[src/design/scc_pkg.sv]
// Shared constants and types for the sensor response CRC checker.
// Used by every module in the design folder; depends on nothing else.
package scc_pkg;

    localparam int unsigned BYTE_W   = 8;
    localparam int unsigned WORD_W   = 16;
    localparam int unsigned POS_W    = 3;

    localparam logic [BYTE_W-1:0] CRC_POLY = 8'h31;
    localparam logic [BYTE_W-1:0] CRC_INIT = 8'hFF;
    localparam logic [POS_W-1:0]  FRAME_LEN = 3'd6;

    localparam logic [POS_W-1:0] POS_WORD1_HI = 3'd0;
    localparam logic [POS_W-1:0] POS_WORD1_LO = 3'd1;
    localparam logic [POS_W-1:0] POS_CRC1     = 3'd2;
    localparam logic [POS_W-1:0] POS_WORD2_HI = 3'd3;
    localparam logic [POS_W-1:0] POS_WORD2_LO = 3'd4;
    localparam logic [POS_W-1:0] POS_CRC2     = 3'd5;

    typedef struct packed {
        logic [WORD_W-1:0] co2_equivalent;
        logic [WORD_W-1:0] voc_level;
        logic              crc_ok;
    } scc_result_t;

    typedef struct packed {
        logic        last;
        scc_result_t result;
    } scc_step_t;

endpackage

[src/design/scc_crc8.sv]
// One-byte update of the CRC-8 with polynomial 0x31, fully unrolled.
// Depends on scc_pkg for the byte width and the polynomial.
module scc_crc8
(
    input  logic [scc_pkg::BYTE_W-1:0] crc_in,
    input  logic [scc_pkg::BYTE_W-1:0] data,
    output logic [scc_pkg::BYTE_W-1:0] crc_out
);

    always_comb
    begin
        logic [scc_pkg::BYTE_W-1:0] r;
        r = crc_in ^ data;
        for (int k = 0; k < scc_pkg::BYTE_W; k++)
        begin
            if (r[scc_pkg::BYTE_W-1])
            begin
                r = {r[scc_pkg::BYTE_W-2:0], 1'b0} ^ scc_pkg::CRC_POLY;
            end
            else
            begin
                r = {r[scc_pkg::BYTE_W-2:0], 1'b0};
            end
        end
        crc_out = r;
    end

endmodule

[src/design/scc_frame_tracker.sv]
// Frame position, running CRC and data word state for the six-byte response.
// Depends on scc_pkg and scc_crc8.
module scc_frame_tracker
(
    input  logic                       clk,
    input  logic                       rst_n,
    input  logic                       step,
    input  logic [scc_pkg::BYTE_W-1:0] rx_byte,
    input  logic                       frame_start,
    output scc_pkg::scc_step_t         step_info
);

    logic [scc_pkg::POS_W-1:0]  byte_position_reg, byte_position_next;
    logic [scc_pkg::BYTE_W-1:0] running_crc_reg, running_crc_next;
    logic [scc_pkg::WORD_W-1:0] first_word_reg, first_word_next;
    logic [scc_pkg::WORD_W-1:0] second_word_reg, second_word_next;
    logic                       first_group_good_reg, first_group_good_next;

    logic [scc_pkg::POS_W-1:0]  pos;
    logic [scc_pkg::BYTE_W-1:0] crc_seed;
    logic [scc_pkg::BYTE_W-1:0] crc_fed;
    logic                       frame_good;

    assign pos = (frame_start || byte_position_reg >= scc_pkg::FRAME_LEN)
                 ? scc_pkg::POS_WORD1_HI : byte_position_reg;

    assign crc_seed = (pos == scc_pkg::POS_WORD1_HI || pos == scc_pkg::POS_WORD2_HI)
                      ? scc_pkg::CRC_INIT : running_crc_reg;

    scc_crc8 u_crc8
    (
        .crc_in  (crc_seed),
        .data    (rx_byte),
        .crc_out (crc_fed)
    );

    assign frame_good = first_group_good_reg && (running_crc_reg == rx_byte);

    always_comb
    begin
        byte_position_next    = pos + 3'd1;
        running_crc_next      = running_crc_reg;
        first_word_next       = first_word_reg;
        second_word_next      = second_word_reg;
        first_group_good_next = first_group_good_reg;
        case (pos)
            scc_pkg::POS_WORD1_HI:
            begin
                running_crc_next = crc_fed;
                first_word_next  = {rx_byte, 8'h00};
            end
            scc_pkg::POS_WORD1_LO:
            begin
                running_crc_next = crc_fed;
                first_word_next  = {first_word_reg[15:8], rx_byte};
            end
            scc_pkg::POS_CRC1:
            begin
                first_group_good_next = (running_crc_reg == rx_byte);
                running_crc_next      = scc_pkg::CRC_INIT;
            end
            scc_pkg::POS_WORD2_HI:
            begin
                running_crc_next = crc_fed;
                second_word_next = {rx_byte, 8'h00};
            end
            scc_pkg::POS_WORD2_LO:
            begin
                running_crc_next = crc_fed;
                second_word_next = {second_word_reg[15:8], rx_byte};
            end
            default:
            begin
                running_crc_next   = scc_pkg::CRC_INIT;
                byte_position_next = scc_pkg::POS_WORD1_HI;
            end
        endcase
    end

    always_comb
    begin
        step_info.last                  = (pos == scc_pkg::POS_CRC2);
        step_info.result.co2_equivalent = frame_good ? first_word_reg : 16'h0000;
        step_info.result.voc_level      = frame_good ? second_word_reg : 16'h0000;
        step_info.result.crc_ok         = frame_good;
    end

    always_ff @(posedge clk or negedge rst_n)
    begin
        if (!rst_n)
        begin
            byte_position_reg    <= scc_pkg::POS_WORD1_HI;
            running_crc_reg      <= scc_pkg::CRC_INIT;
            first_word_reg       <= '0;
            second_word_reg      <= '0;
            first_group_good_reg <= 1'b0;
        end
        else if (step)
        begin
            byte_position_reg    <= byte_position_next;
            running_crc_reg      <= running_crc_next;
            first_word_reg       <= first_word_next;
            second_word_reg      <= second_word_next;
            first_group_good_reg <= first_group_good_next;
        end
    end

endmodule
[config.mk]
export PLATFORM = sky130hd
export DESIGN_NAME = scc_frame_tracker
export DESIGN_NICKNAME = d
export VERILOG_FILES = /design/src/design/scc_pkg.sv /design/src/design/scc_crc8.sv /design/src/design/scc_frame_tracker.sv
export SDC_FILE = /design/constraint.sdc
export NUM_CORES = 1
export LEC_CHECK = 0
export BUFFER_PORTS_ARGS = -buffer_cell sky130_fd_sc_hd__buf_2
export CORE_AREA = 2 2 69 71
export DETAILED_ROUTE_END_ITERATION = 8
export DIE_AREA = 0 0 71 73
export GPL_TIMING_DRIVEN = 1
export PLACE_DENSITY = 0.77
export SETUP_SLACK_MARGIN = 0.02
export SYNTH_ARGS = -nofsm -noshare
export SYNTH_HDL_FRONTEND = slang
export SYNTH_HIERARCHICAL = 1
export SYNTH_SLANG_ARGS = --single-unit
export TNS_END_PERCENT = 30
[constraint.sdc]
create_clock -name clk -period 3.1 [get_ports clk]
set_input_delay 0.155 -clock clk [delete_from_list [all_inputs] [get_ports clk]]
set_output_delay 0.155 -clock clk [all_outputs]
set_load 0.01 [all_outputs]
Word-level counts from Yosys, hierarchy flattened
Cells that the tools add are included.

word-level totals
  flip-flop bits (word level) = 44
  bits in latches = 0
  RAM bits = 0
  bits in read-only memories = 0
  input bits = 12
  output and inout port bits = 34
  word-level logic and storage cells = 55
  memories kept = 0

cells by class
  add/subtract/negate cells = 1
  $mul = 0
  div/mod/pow operators = 0
  $lt $le $gt $ge = 1
  eq/ne operators = 6
  shifts and indexed selects = 0
  multiplexer cells = 16
  bitwise operators = 11
  reductions and logical operators = 13

operator list
  kind                                                  number
  one-hot mux 16 bit (2 select lines)                   2
  2-to-1 mux 6 bit                                      8
  2-to-1 mux 16 bit                                     2
  NOT 3 bit                                             8
  2-to-1 mux 8 bit                                      2
  equality test 8 bit                                   1
  XOR 8 bit                                             1
  equality test 3 x 2 -> 1 bit (second input constant)  2
  equality test 3 bit (second input constant)           2
  2-to-1 mux 3 bit                                      2
  AND reduction 2 bit                                   3
  AND reduction 3 bit                                   2
  OR reduction 5 bit                                    1
  nonzero test 2 bit                                    2
  OR reduction 4 bit                                    1
  adder 3 x 1 -> 3 bit (second input constant)          1
  equality test 3 x 1 -> 1 bit (second input constant)  1
  >= comparator 3 bit (second input constant)           1
  logical NOT 3 bit                                     1
  logical OR 1 bit                                      2
  NOT 1 bit                                             2
  logical AND 1 bit                                     1

Longest topological paths before layout
Gate-level depths: netlist of run 1.

  word-level depth = 24
  mapped depth = 9
  gate-level depth less buffers = 8

Cells and area by module
The synthesis of run 1 kept the hierarchy.

by module, submodules not included
  module             times used  cells an instance  area each (um2)  seq. area each (um2)
  scc_frame_tracker  1           193                2115.8           1111.1
  scc_crc8           1           19                 215.2            0.0

Worst setup path before layout of run 1
OpenSTA, ideal clock, no wires.

  path kind = register to register
  start point = reg byte_position_reg[0] (netlist name)
  end point = reg running_crc_reg[0] (netlist name)
  setup time = 80 ps
  data arrival time = 2335 ps
  required time = 3020 ps
  slack = 685 ps
  cell stages (with the launch flop) = 10
  path buffers = 1
  period minus slack after synthesis = 2415 ps
  path through = dfrtp_1 clkbuf_1 nor2_1 xor2_1 or3_1 xnor2_1 xnor3_2 xnor2_4 xor2_1 o22a_1

between the ends
  elaborated cells on any way between the ends = 22
  classes of those cells = order compare (1); eq/ne (3); mux (9); bitwise (5); reduce/logical (4)

RTL lines
  element                                                                   RTL line                  text
  from (decl)                                                               scc_frame_tracker.sv:13   logic [scc_pkg::POS_W-1:0] byte_position_reg, byte_position_next;
  from (signal assigned)                                                    scc_frame_tracker.sv:92   byte_position_reg <= scc_pkg::POS_WORD1_HI;
  from (signal assigned)                                                    scc_frame_tracker.sv:100  byte_position_reg <= byte_position_next;
  >= comparator 3 bit                                                       scc_frame_tracker.sv:24   assign pos = (frame_start || byte_position_reg >= scc_pkg::FRAME_LEN)
  logical OR 1 bit                                                          scc_frame_tracker.sv:24
  2-to-1 mux 3 bit (*)                                                      scc_frame_tracker.sv:25   ? scc_pkg::POS_WORD1_HI : byte_position_reg;
  equality test 3 x 2 -> 1 bit / logical NOT 3 bit (equally long branches)  scc_frame_tracker.sv:27   assign crc_seed = (pos == scc_pkg::POS_WORD1_HI || pos == scc_pkg::POS_WORD2_HI)
  logical OR 1 bit (*)                                                      scc_frame_tracker.sv:27
  2-to-1 mux 8 bit (*)                                                      scc_frame_tracker.sv:28   ? scc_pkg::CRC_INIT : running_crc_reg;
  net crc_seed (one bit)                                                    scc_frame_tracker.sv:20   logic [scc_pkg::BYTE_W-1:0] crc_seed;
  XOR 8 bit (*)                                                             scc_crc8.sv:13            r = crc_in ^ data;
  2-to-1 mux 6 bit (*) (3 in series)                                        scc_crc8.sv:16            if (r[scc_pkg::BYTE_W-1])
  net crc_fed (one bit)                                                     scc_frame_tracker.sv:21   logic [scc_pkg::BYTE_W-1:0] crc_fed;
  2-to-1 mux 8 bit (*)                                                      scc_frame_tracker.sv:46   case (pos)
  to (signal assigned)                                                      scc_frame_tracker.sv:93   running_crc_reg <= scc_pkg::CRC_INIT;
  to (signal assigned)                                                      scc_frame_tracker.sv:101  running_crc_reg <= running_crc_next;
  to (decl)                                                                 scc_frame_tracker.sv:14   logic [scc_pkg::BYTE_W-1:0] running_crc_reg, running_crc_next;

The timed path passes the listed nets; every way through them passes the cells marked *.
A chain may end at the register's enable or synchronous reset.

Final worst setup path of run 1
  start point = reg byte_position_reg[0] (netlist name)
  end point = reg running_crc_reg[5] (netlist name)

The elaborated chain is that of the path after synthesis.

==> metrics.txt, run 1 <==
outcome complete, no violations; first-pass GRT wire length 8.02 mm; delay-heaviest family, CP XOR/XNOR gates; Period minus WS final between 2 and 3 ns; Hold Path Class in -> async; Max Freq roughly 380 MHz; clock-pin slew on the worst setup and hold paths approximately 0.080 ns; Mapped Cells approximately 210; slew margin rel. a little over a third; Worst Setup SP byte_position_reg[0]$_DFFE_PN0P_; Static Leak 1.33 nW; Mapped Nets approximately 220; Worst-Margin Slew a little under 1 ns; global placement routability congestion slightly above 0.8; Yosys warning count 6; peak supply drop ~0.29 mV; post_cts resized 0; pre-CTS setup slack between 0.5 and 0.6 ns; Critical path destination running_crc_reg[5]$_DFFE_PN1P_; First DRT Iteration DRCs around 170; Root Buffer clkbuf_8; vias in the first global route approximately 1.6k; flop2flop setup slack 0.46 ns; Yosys top cell area share roughly 39%; worst setup path category reg -> reg; Buffers & Inverters on Critical Path 0; worst skew pair latency ~0.30 ns; die area ~0.0052 sq mm; Final WS setup 0.465 ns; #FFs+latches synth 44; R2R Path Start byte_position_reg[0]$_DFFE_PN0P_; pwr dens 716 mW/mm^2; critical path peak fanout 11; sequential area share after synthesis ~48%; Starting Density between 50% and 60%; pin count of the biggest net entering global routing 45; crit start category flip-flop; Syn Area/Cell approximately 11 sq um; Clock Tree Buf Depth 2; number of port buffers 45; postcts setup bufs 0; initial antenna violation count 0; final hold vios 0; clock sink count 44; antenna viol nets, final 0; Worst path max stage delay between 0.5 and 0.6 ns; Area after DPL approximately 0.0026 sq mm; post-route setup TNS 0 ns; Final setup viols 0; FP Rows 25; area delta synth->final 15.6%; GR Util All Layers between 20% and 30%; post-DP HPWL ~3.3 mm; Critical Path RT ~3.3 ns; most used cell, CP xor2_1; most frequent cells in the layout buf_2, dfrtp_1, and2_1; Worst path depth 8; # Max-Cap Violations 0; Unique masters post-synth 36; drc violations 0; r2r endpoint running_crc_reg[5]$_DFFE_PN1P_; Final Cell Area around 0.0027 sq mm; die height approximately 73 um; cell accounting for the most synthesized area dfrtp_1; reg2reg path depth 8; CTS H-Tree Depth 2; vias per cell 5.38; max-slew violations 0; Overall Power 0.00193 W; core region area 0.00454 sq mm; area of the mapped netlist roughly 0.0023 sq mm; hold_buf cts 0; worst-path cell chain nor2_1 > xor2_1 > or3_1 > xnor2_1 > xnor3_2 > xnor2_4 > xor2_1 > o22a_1; commonest non-fill, non-tap cell in the layout buf_2; Via Count 1656; CP max stage cell xnor3_2; RSZ-0062 raised after global routing no; gr ovfl total 0; worst path arrival time around 2.9 ns; Layout Skew 0.00656 ns; CTS tree built; # nets final ~270; Tcrit/Tclk final between 80 and 90%; Ports between 40 and 50; number of fill cells approximately 400; n_diodes 0; die width between 70 and 80 um; TritonCTS Buffers 5; DRT Wirelength roughly 4.8 mm; DR pass1 iterations 4; DR WL/cell between 15 and 20 um; share of post-route cells with drive strength above 1 30.7%; Worst setup EP type flip-flop; utilization after layout around three fifths; Synth area leaders dfrtp_1, dfstp_2, and2_1
cell type report:
cell class | instances | area (sq um) | area share [%]
flip-flops and latches | 44 | 1110 | 41.2
multi-input cells | 154 | 1150 | 42.7
clock inverters | 2 | 38.8 | 1.44
inverters | 1 | 3.75 | 0.139
well taps | 54 | 67.6 | 2.51
repair buffers | 47 | 240 | 8.91
clock buffers | 6 | 82.6 | 3.06
cell families after synthesis:
logic type	after synthesis	synth area share, %
compound gates	43	14.1
xor+xnor	29	13.0
buf+inv	14	2.95
flops	44	47.7
mux	8	3.86
simple gates	74	18.5
synth_stat cells (all sizes together):
cell    number
clkbuf       9
nor2         3
or3          8
buf          4
o21a         2
mux2         8
nor4bb       1
o22a         8
o31ai        2
a21oi        3
inv          1
nand4        2
and4b        1
and2        32
xnor2       19
a22o        16
nor3         1
nand2       20
dfstp        8
nand3        2
and3b        1
nand4b       1
xnor3        1
dfrtp       36
a21o         2
o21ai       10
or4b         1
nor4         1
xor2         9
through the flow:
| stage | cells | hold WS (ns) |
|---|---|---|
| 2_1_floorplan | 212 | -0.141 |
| 3_3_place_gp | 300 | 0.352 |
| 3_5_place_dp | 300 | 0.356 |
| 4_1_cts | 308 | 0.0292 |
| 5_1_grt | 308 | 0.0821 |
| 6_report | 308 | 0.0107 |
routing by layer:
metal  wire length, um  track usage [%]
met5                 0                0
met4                57             6.29
met3               180             4.14
met2              2190             30.6
met1              2340             28.9
worst min-delay path by stage:
stage | cells past startpoint | from | slack (ns) | endpoint
2_1_floorplan | 0 | rst_n | -0.14 | byte_position_reg[0]$_DFFE_PN0P_
3_3_place_gp | 1 | rst_n | 0.35 | second_word_reg[3]$_DFFE_PN0P_
3_5_place_dp | 1 | rst_n | 0.36 | second_word_reg[3]$_DFFE_PN0P_
4_1_cts | 1 | rst_n | 0.03 | second_word_reg[15]$_DFFE_PN0P_
5_1_grt | 1 | rst_n | 0.08 | second_word_reg[3]$_DFFE_PN0P_
6_report | 1 | rst_n | 0.01 | second_word_reg[4]$_DFFE_PN0P_
report_power, final:
| group | switching (W) | internal [W] | total [W] |
|---|---|---|---|
| Sequential | 0.000118 | 0.000774 | 0.000892 |
| Clock | 0.000197 | 0.000264 | 0.000461 |
| Combinational | 0.000273 | 0.000304 | 0.000577 |
| Total | 0.000588 | 0.00134 | 0.00193 |
Note: power is estimated with default switching activity, not from simulation.
==> inputs of run 2 (changes only) <==
--- a/config.mk
+++ b/config.mk
@@ -6,11 +6,13 @@
 export NUM_CORES = 1
 export LEC_CHECK = 0
 export BUFFER_PORTS_ARGS = -buffer_cell sky130_fd_sc_hd__buf_2
-export CORE_AREA = 2 2 69 71
+export CELL_PAD_IN_SITES_DETAIL_PLACEMENT = 2
+export CELL_PAD_IN_SITES_GLOBAL_PLACEMENT = 2
+export CORE_AREA = 2 2 85 87
 export DETAILED_ROUTE_END_ITERATION = 8
-export DIE_AREA = 0 0 71 73
+export DIE_AREA = 0 0 87 89
 export GPL_TIMING_DRIVEN = 1
-export PLACE_DENSITY = 0.77
+export PLACE_DENSITY_LB_ADDON = 0.1
 export SETUP_SLACK_MARGIN = 0.02
 export SYNTH_ARGS = -nofsm -noshare
 export SYNTH_HDL_FRONTEND = slang
==> metrics.txt, run 2 (same netlist as run 1, synthesis figures left out) <==
outcome complete, no violations; first-pass GRT wire length 10.2 mm (+27%); Root Buffer clkbuf_8; post_cts resized 0 (unchanged); utilization after layout 39.9% (-19 points); DR WL/cell 18.8 um (+22%); delay-heaviest family, CP XOR/XNOR gates; Worst path max stage delay 0.54 ns (about the same); worst path arrival time 2.85 ns (-0.03 ns); GR Util All Layers 17.4% (-2.6 points); hold_buf cts 0 (unchanged); crit start category flip-flop; Clock Tree Buf Depth 2 (unchanged); Tcrit/Tclk final 84.3% (-0.70 points); DR pass1 iterations 4 (unchanged); global placement routability congestion 0.770 (-6.2%); die area 0.00774 sq mm (+49%); # Max-Cap Violations 0 (unchanged); worst setup path category reg -> reg; drc violations 0 (unchanged); Period minus WS final 2.61 ns (-0.0218 ns); Max Freq 383 MHz (+0.83%); Hold Path Class in -> async; commonest non-fill, non-tap cell in the layout buf_2; n_diodes 0 (unchanged); antenna viol nets, final 0 (unchanged); Final setup viols 0 (unchanged); area delta synth->final 15.1%; worst skew pair latency 0.29 ns (about the same); Buffers & Inverters on Critical Path 0 (unchanged); Starting Density 34.7% (-17 points); Via Count 1731 (+4.5%); share of post-route cells with drive strength above 1 30.0% (-0.67 points); vias per cell 5.20 (-3.3%); most frequent cells in the layout buf_2, dfrtp_1, and2_1; worst-path cell chain nor2_1 > xor2_1 > or3_1 > xnor2_1 > xnor3_2 > xnor2_4 > xor2_1 > o22a_1; final hold vios 0 (unchanged); Critical Path RT 3.34 ns (about the same); First DRT Iteration DRCs 40 (-77%); CP max stage cell xnor3_2; DRT Wirelength 6.27 mm (+32%); RSZ-0062 raised after global routing no; pin count of the biggest net entering global routing 45 (unchanged); # nets final 265 (unchanged); peak supply drop 0.324 mV (+13%); vias in the first global route 1831 (+17%); FP Rows 30 (+20%); Ports 46 (unchanged); die width 87 um (+23%); max-slew violations 0 (unchanged); most used cell, CP xor2_1; number of port buffers 45 (unchanged); Worst-Margin Slew 1.01 ns (+0.0362 ns); post-route setup TNS 0 ns (unchanged); Layout Skew 0.00274 ns (-0.00382 ns); clock sink count 44 (unchanged); pwr dens 684 mW/mm^2 (-4.4%); gr ovfl total 0 (unchanged); post-DP HPWL 4.48 mm (+34%); die height 89 um (+22%); TritonCTS Buffers 5 (unchanged); core region area 0.00672 sq mm (+48%); slew margin rel. 32.9% (-2.4 points); initial antenna violation count 0 (unchanged); Worst setup EP type flip-flop; postcts setup bufs 0 (unchanged); critical path peak fanout 10 (-1); CTS H-Tree Depth 2 (unchanged); CTS tree built; clock-pin slew on the worst setup and hold paths 0.08 ns (about the same); Static Leak 1.31 nW (-1.5%)
## run 2: cell types whose count changed in the layout (fill, tap and decap cells not counted), sizes merged
| cell | before | now |
|---|---|---|
| bufinv | 1 | 0 |
## run 2: worst paths after layout
path | startpoint | end | slack (ns) | cells after the start
setup / recovery | byte_position_reg[2]$_DFFE_PN0P_ | running_crc_reg[0]$_DFFE_PN1P_ | 0.49 | 8
hold / removal | rst_n | second_word_reg[14]$_DFFE_PN0P_ | 0.03 | 1
setup reg to reg | byte_position_reg[2]$_DFFE_PN0P_ | running_crc_reg[0]$_DFFE_PN1P_ | 0.49 | 8
hold reg to reg | second_word_reg[15]$_DFFE_PN0P_ | second_word_reg[15]$_DFFE_PN0P_ | 0.48 | 2
max in group asynchronous | rst_n | first_word_reg[7]$_DFFE_PN0P_ | 2.44 | 1
min in group clk | rx_byte[2] | second_word_reg[10]$_DFFE_PN0P_ | 0.18 | 3
## run 2: area by class of cell
cell class	count	area, sq um
fill	731	4040
timing repair buffer	47	240
tap	80	100
clock buffer	6	72.6
clock inverter	1	5.00
sequential	44	1110
multi-input combinational	154	1150
inverter	1	3.75
## run 2: power by group
| part | switching, W | total [W] | internal (W) |
|---|---|---|---|
| clock network | 0.000187 | 0.000340 | 0.000153 |
| registers | 0.000132 | 0.000907 | 0.000775 |
| logic | 0.000285 | 0.000590 | 0.000304 |
## run 2: routing by layer
layer	track usage, %	up-vias	wire length (um)
met1	23.2	880	2980
met4	4.26	0	73
met2	29.6	34	3070
met3	3.14	7	151
li1	-	810	-
met5	0	-	0
## run 2: per-stage QoR
stage	instances	hold WS, ns	area (sq um)	worst slack [ns]	power [W]
after floorplan	212	-0.141	2330	0.685	0.00135
after global placement	326	0.383	2610	0.628	0.00148
after detailed placement	326	0.390	2610	0.522	0.00151
after CTS	333	0.0644	2680	0.481	0.00187
after global routing	333	0.0863	2680	0.319	0.00197
final	333	0.0285	2680	0.487	0.00184
==> inputs of run 3 (changes only) <==
--- a/config.mk
+++ b/config.mk
@@ -8,9 +8,9 @@
 export BUFFER_PORTS_ARGS = -buffer_cell sky130_fd_sc_hd__buf_2
 export CELL_PAD_IN_SITES_DETAIL_PLACEMENT = 2
 export CELL_PAD_IN_SITES_GLOBAL_PLACEMENT = 2
-export CORE_AREA = 2 2 85 87
+export CORE_AREA = 2 2 89 91
 export DETAILED_ROUTE_END_ITERATION = 8
-export DIE_AREA = 0 0 87 89
+export DIE_AREA = 0 0 91 93
 export GPL_TIMING_DRIVEN = 1
 export PLACE_DENSITY_LB_ADDON = 0.1
 export SETUP_SLACK_MARGIN = 0.02
==> constraint.sdc (replaced) <==
create_clock -name clk -period 2.3 [get_ports clk]
set_input_delay 0.115 -clock clk [delete_from_list [all_inputs] [get_ports clk]]
set_output_delay 0.115 -clock clk [all_outputs]
set_load 0.01 [all_outputs]
==> metrics.txt, run 3 (same netlist as run 1, synthesis figures left out) <==
Overall Power 0.00282 W (+53%); post-DP HPWL 4.74 mm (+5.9%); Hold Path Class in -> reg; vias in the first global route 1978 (+8.0%); clock sink count 44 (unchanged); RSZ-0062 raised after global routing yes; peak supply drop 0.475 mV (+47%); CTS H-Tree Depth 2 (unchanged); drc violations 0 (unchanged); number of fill cells 840 (+15%); share of post-route cells with drive strength above 1 38.6% (+8.5 points); post-route setup TNS 0 ns (unchanged); Final setup viols 0 (unchanged); TritonCTS Buffers 5 (unchanged); global placement routability congestion 0.821 (+6.7%); Root Buffer clkbuf_8; slew margin rel. 42.2% (+9.3 points); Max Freq 441 MHz (+15%); Static Leak 1.44 nW (+10%); Worst-Margin Slew 0.867 ns (-0.139 ns); initial antenna violation count 0 (unchanged); GR Util All Layers 16.8% (-0.61 points); # Max-Cap Violations 0 (unchanged); antenna viol nets, final 0 (unchanged); clock-pin slew on the worst setup and hold paths 0.09 ns (about the same); number of port buffers 45 (unchanged); Critical Path RT 2.53 ns (-0.81 ns); CTS tree built; critical path peak fanout 3 (-7); die area 0.00846 sq mm (+9.3%); pwr dens 946 mW/mm^2 (+38%); DR WL/cell 18.1 um (-3.8%); worst path arrival time 2.50 ns (-0.35 ns); outcome complete, no violations; Layout Cells excl Fill 369 (+11%); pin count of the biggest net entering global routing 38 (-16%); Layout Skew 0.00536 ns (+0.00262 ns); first-pass GRT wire length 11.0 mm (+8.6%); internal power 0.00191 W (+55%); pre-CTS setup slack -0.0259 ns (-0.548 ns); n_diodes 0 (unchanged); Final WS setup 0.0311 ns (-0.456 ns); worst skew pair latency 0.30 ns (about the same); FP Rows 32 (+6.7%); Clk pwr share 22.1% (+3.6 points); DR pass1 iterations 4 (unchanged); most frequent cells in the layout buf_2, dfrtp_1, and2_1; Starting Density 31.0% (-3.7 points); max-slew violations 0 (unchanged); area delta synth->final 27.8%; Tcrit/Tclk final 98.6% (+14 points); Clock Tree Buf Depth 2 (unchanged); Net Sw Frac 32.4% (-0.48 points); Net Sw Power 0.000913 W (+51%); crit start category flip-flop; die width 91 um (+4.6%); Period minus WS final 2.27 ns (-0.344 ns); core region area 0.00753 sq mm (+12%); vias per cell 4.89 (-5.9%); Worst setup EP type flip-flop; DRT Wirelength 6.69 mm (+6.6%); utilization after layout 39.6% (-0.37 points); commonest non-fill, non-tap cell in the layout buf_2; Reg power frac 42.4% (-7.0 points); # nets final 278 (+4.9%); Comb pwr share 35.5% (+3.4 points); placed cell count 355 (+8.9%); die height 93 um (+4.5%); final hold vios 0 (unchanged); worst setup path category reg -> reg; First DRT Iteration DRCs 36 (-10%); gr ovfl total 0 (unchanged); Ports 46 (unchanged); Via Count 1805 (+4.3%)
run 3: per-stage QoR:
stage,hold slack [ns],instance area (sq um)
CTS,0.149,2850
global route,0.174,2980
floorplan,-0.181,2380
finish,0.160,2980
global placement,0.287,2710
detailed placement,0.283,2710
run 3: layer usage:
layer | global-route usage (%) | vias to the layer above | share of wire (%)
li1 | - | 845 | -
met1 | 22.0 | 917 | 44
met2 | 28.4 | 35 | 51
met3 | 3.14 | 8 | 3.5
met4 | 5.05 | 0 | 1.5
met5 | 0 | - | 0
run 3: final cells by class:
cell class / instances / area, sq um / area share, %
well taps: 102 / 128 / 4.28
clock buffers: 5 / 68.8 / 2.31
repair buffers: 60 / 344 / 11.5
clock inverters: 3 / 46.3 / 1.55
multi-input cells: 154 / 1280 / 42.9
flip-flops and latches: 44 / 1110 / 37.3
inverters: 1 / 3.75 / 0.126
run 3: worst paths after layout:
kind                                                    to  slack, ns  cells after the start                        startpoint
setup reg to reg            running_crc_reg[0]$_DFFE_PN1P_       0.03                      8  byte_position_reg[2]$_DFFE_PN0P_
setup / recovery            running_crc_reg[0]$_DFFE_PN1P_       0.03                      8  byte_position_reg[2]$_DFFE_PN0P_
hold reg to reg            second_word_reg[10]$_DFFE_PN0P_       0.48                      2   second_word_reg[10]$_DFFE_PN0P_
hold / removal             second_word_reg[15]$_DFFE_PN0P_       0.16                      3                        rx_byte[7]
min in group asynchronous  second_word_reg[12]$_DFFE_PN0P_       0.46                      2                             rst_n
max in group asynchronous   running_crc_reg[0]$_DFFE_PN1P_       1.11                      3                             rst_n
run 3: repair_timing:
item	CTS	global route
hold buffers	1	0
pin swaps	1	5
gates resized for setup	1	12
setup buffers	0	5
setup endpoints to repair	4	15
hold endpoints to repair	36	0
run 3: worst max-delay path: stages (launching register included):
cell,delay (ns)
dfrtp_1,0.42
nor2_4,0.15
xor2_2,0.10
or3_4,0.37
xnor2_4,0.16
xnor3_2,0.50
xnor2_4,0.17
xor2_1,0.17
o22a_1,0.16
run 3: power groups by stage:
stage	Clock, W	Sequential, W	Combinational, W
floorplan	0	0.00115	0.000693
global route	0.000684	0.00123	0.00111
detailed placement	0	0.00121	0.000886
global placement	0	0.00121	0.000839
CTS	0.000652	0.00120	0.000903
finish	0.000624	0.00119	0.00100
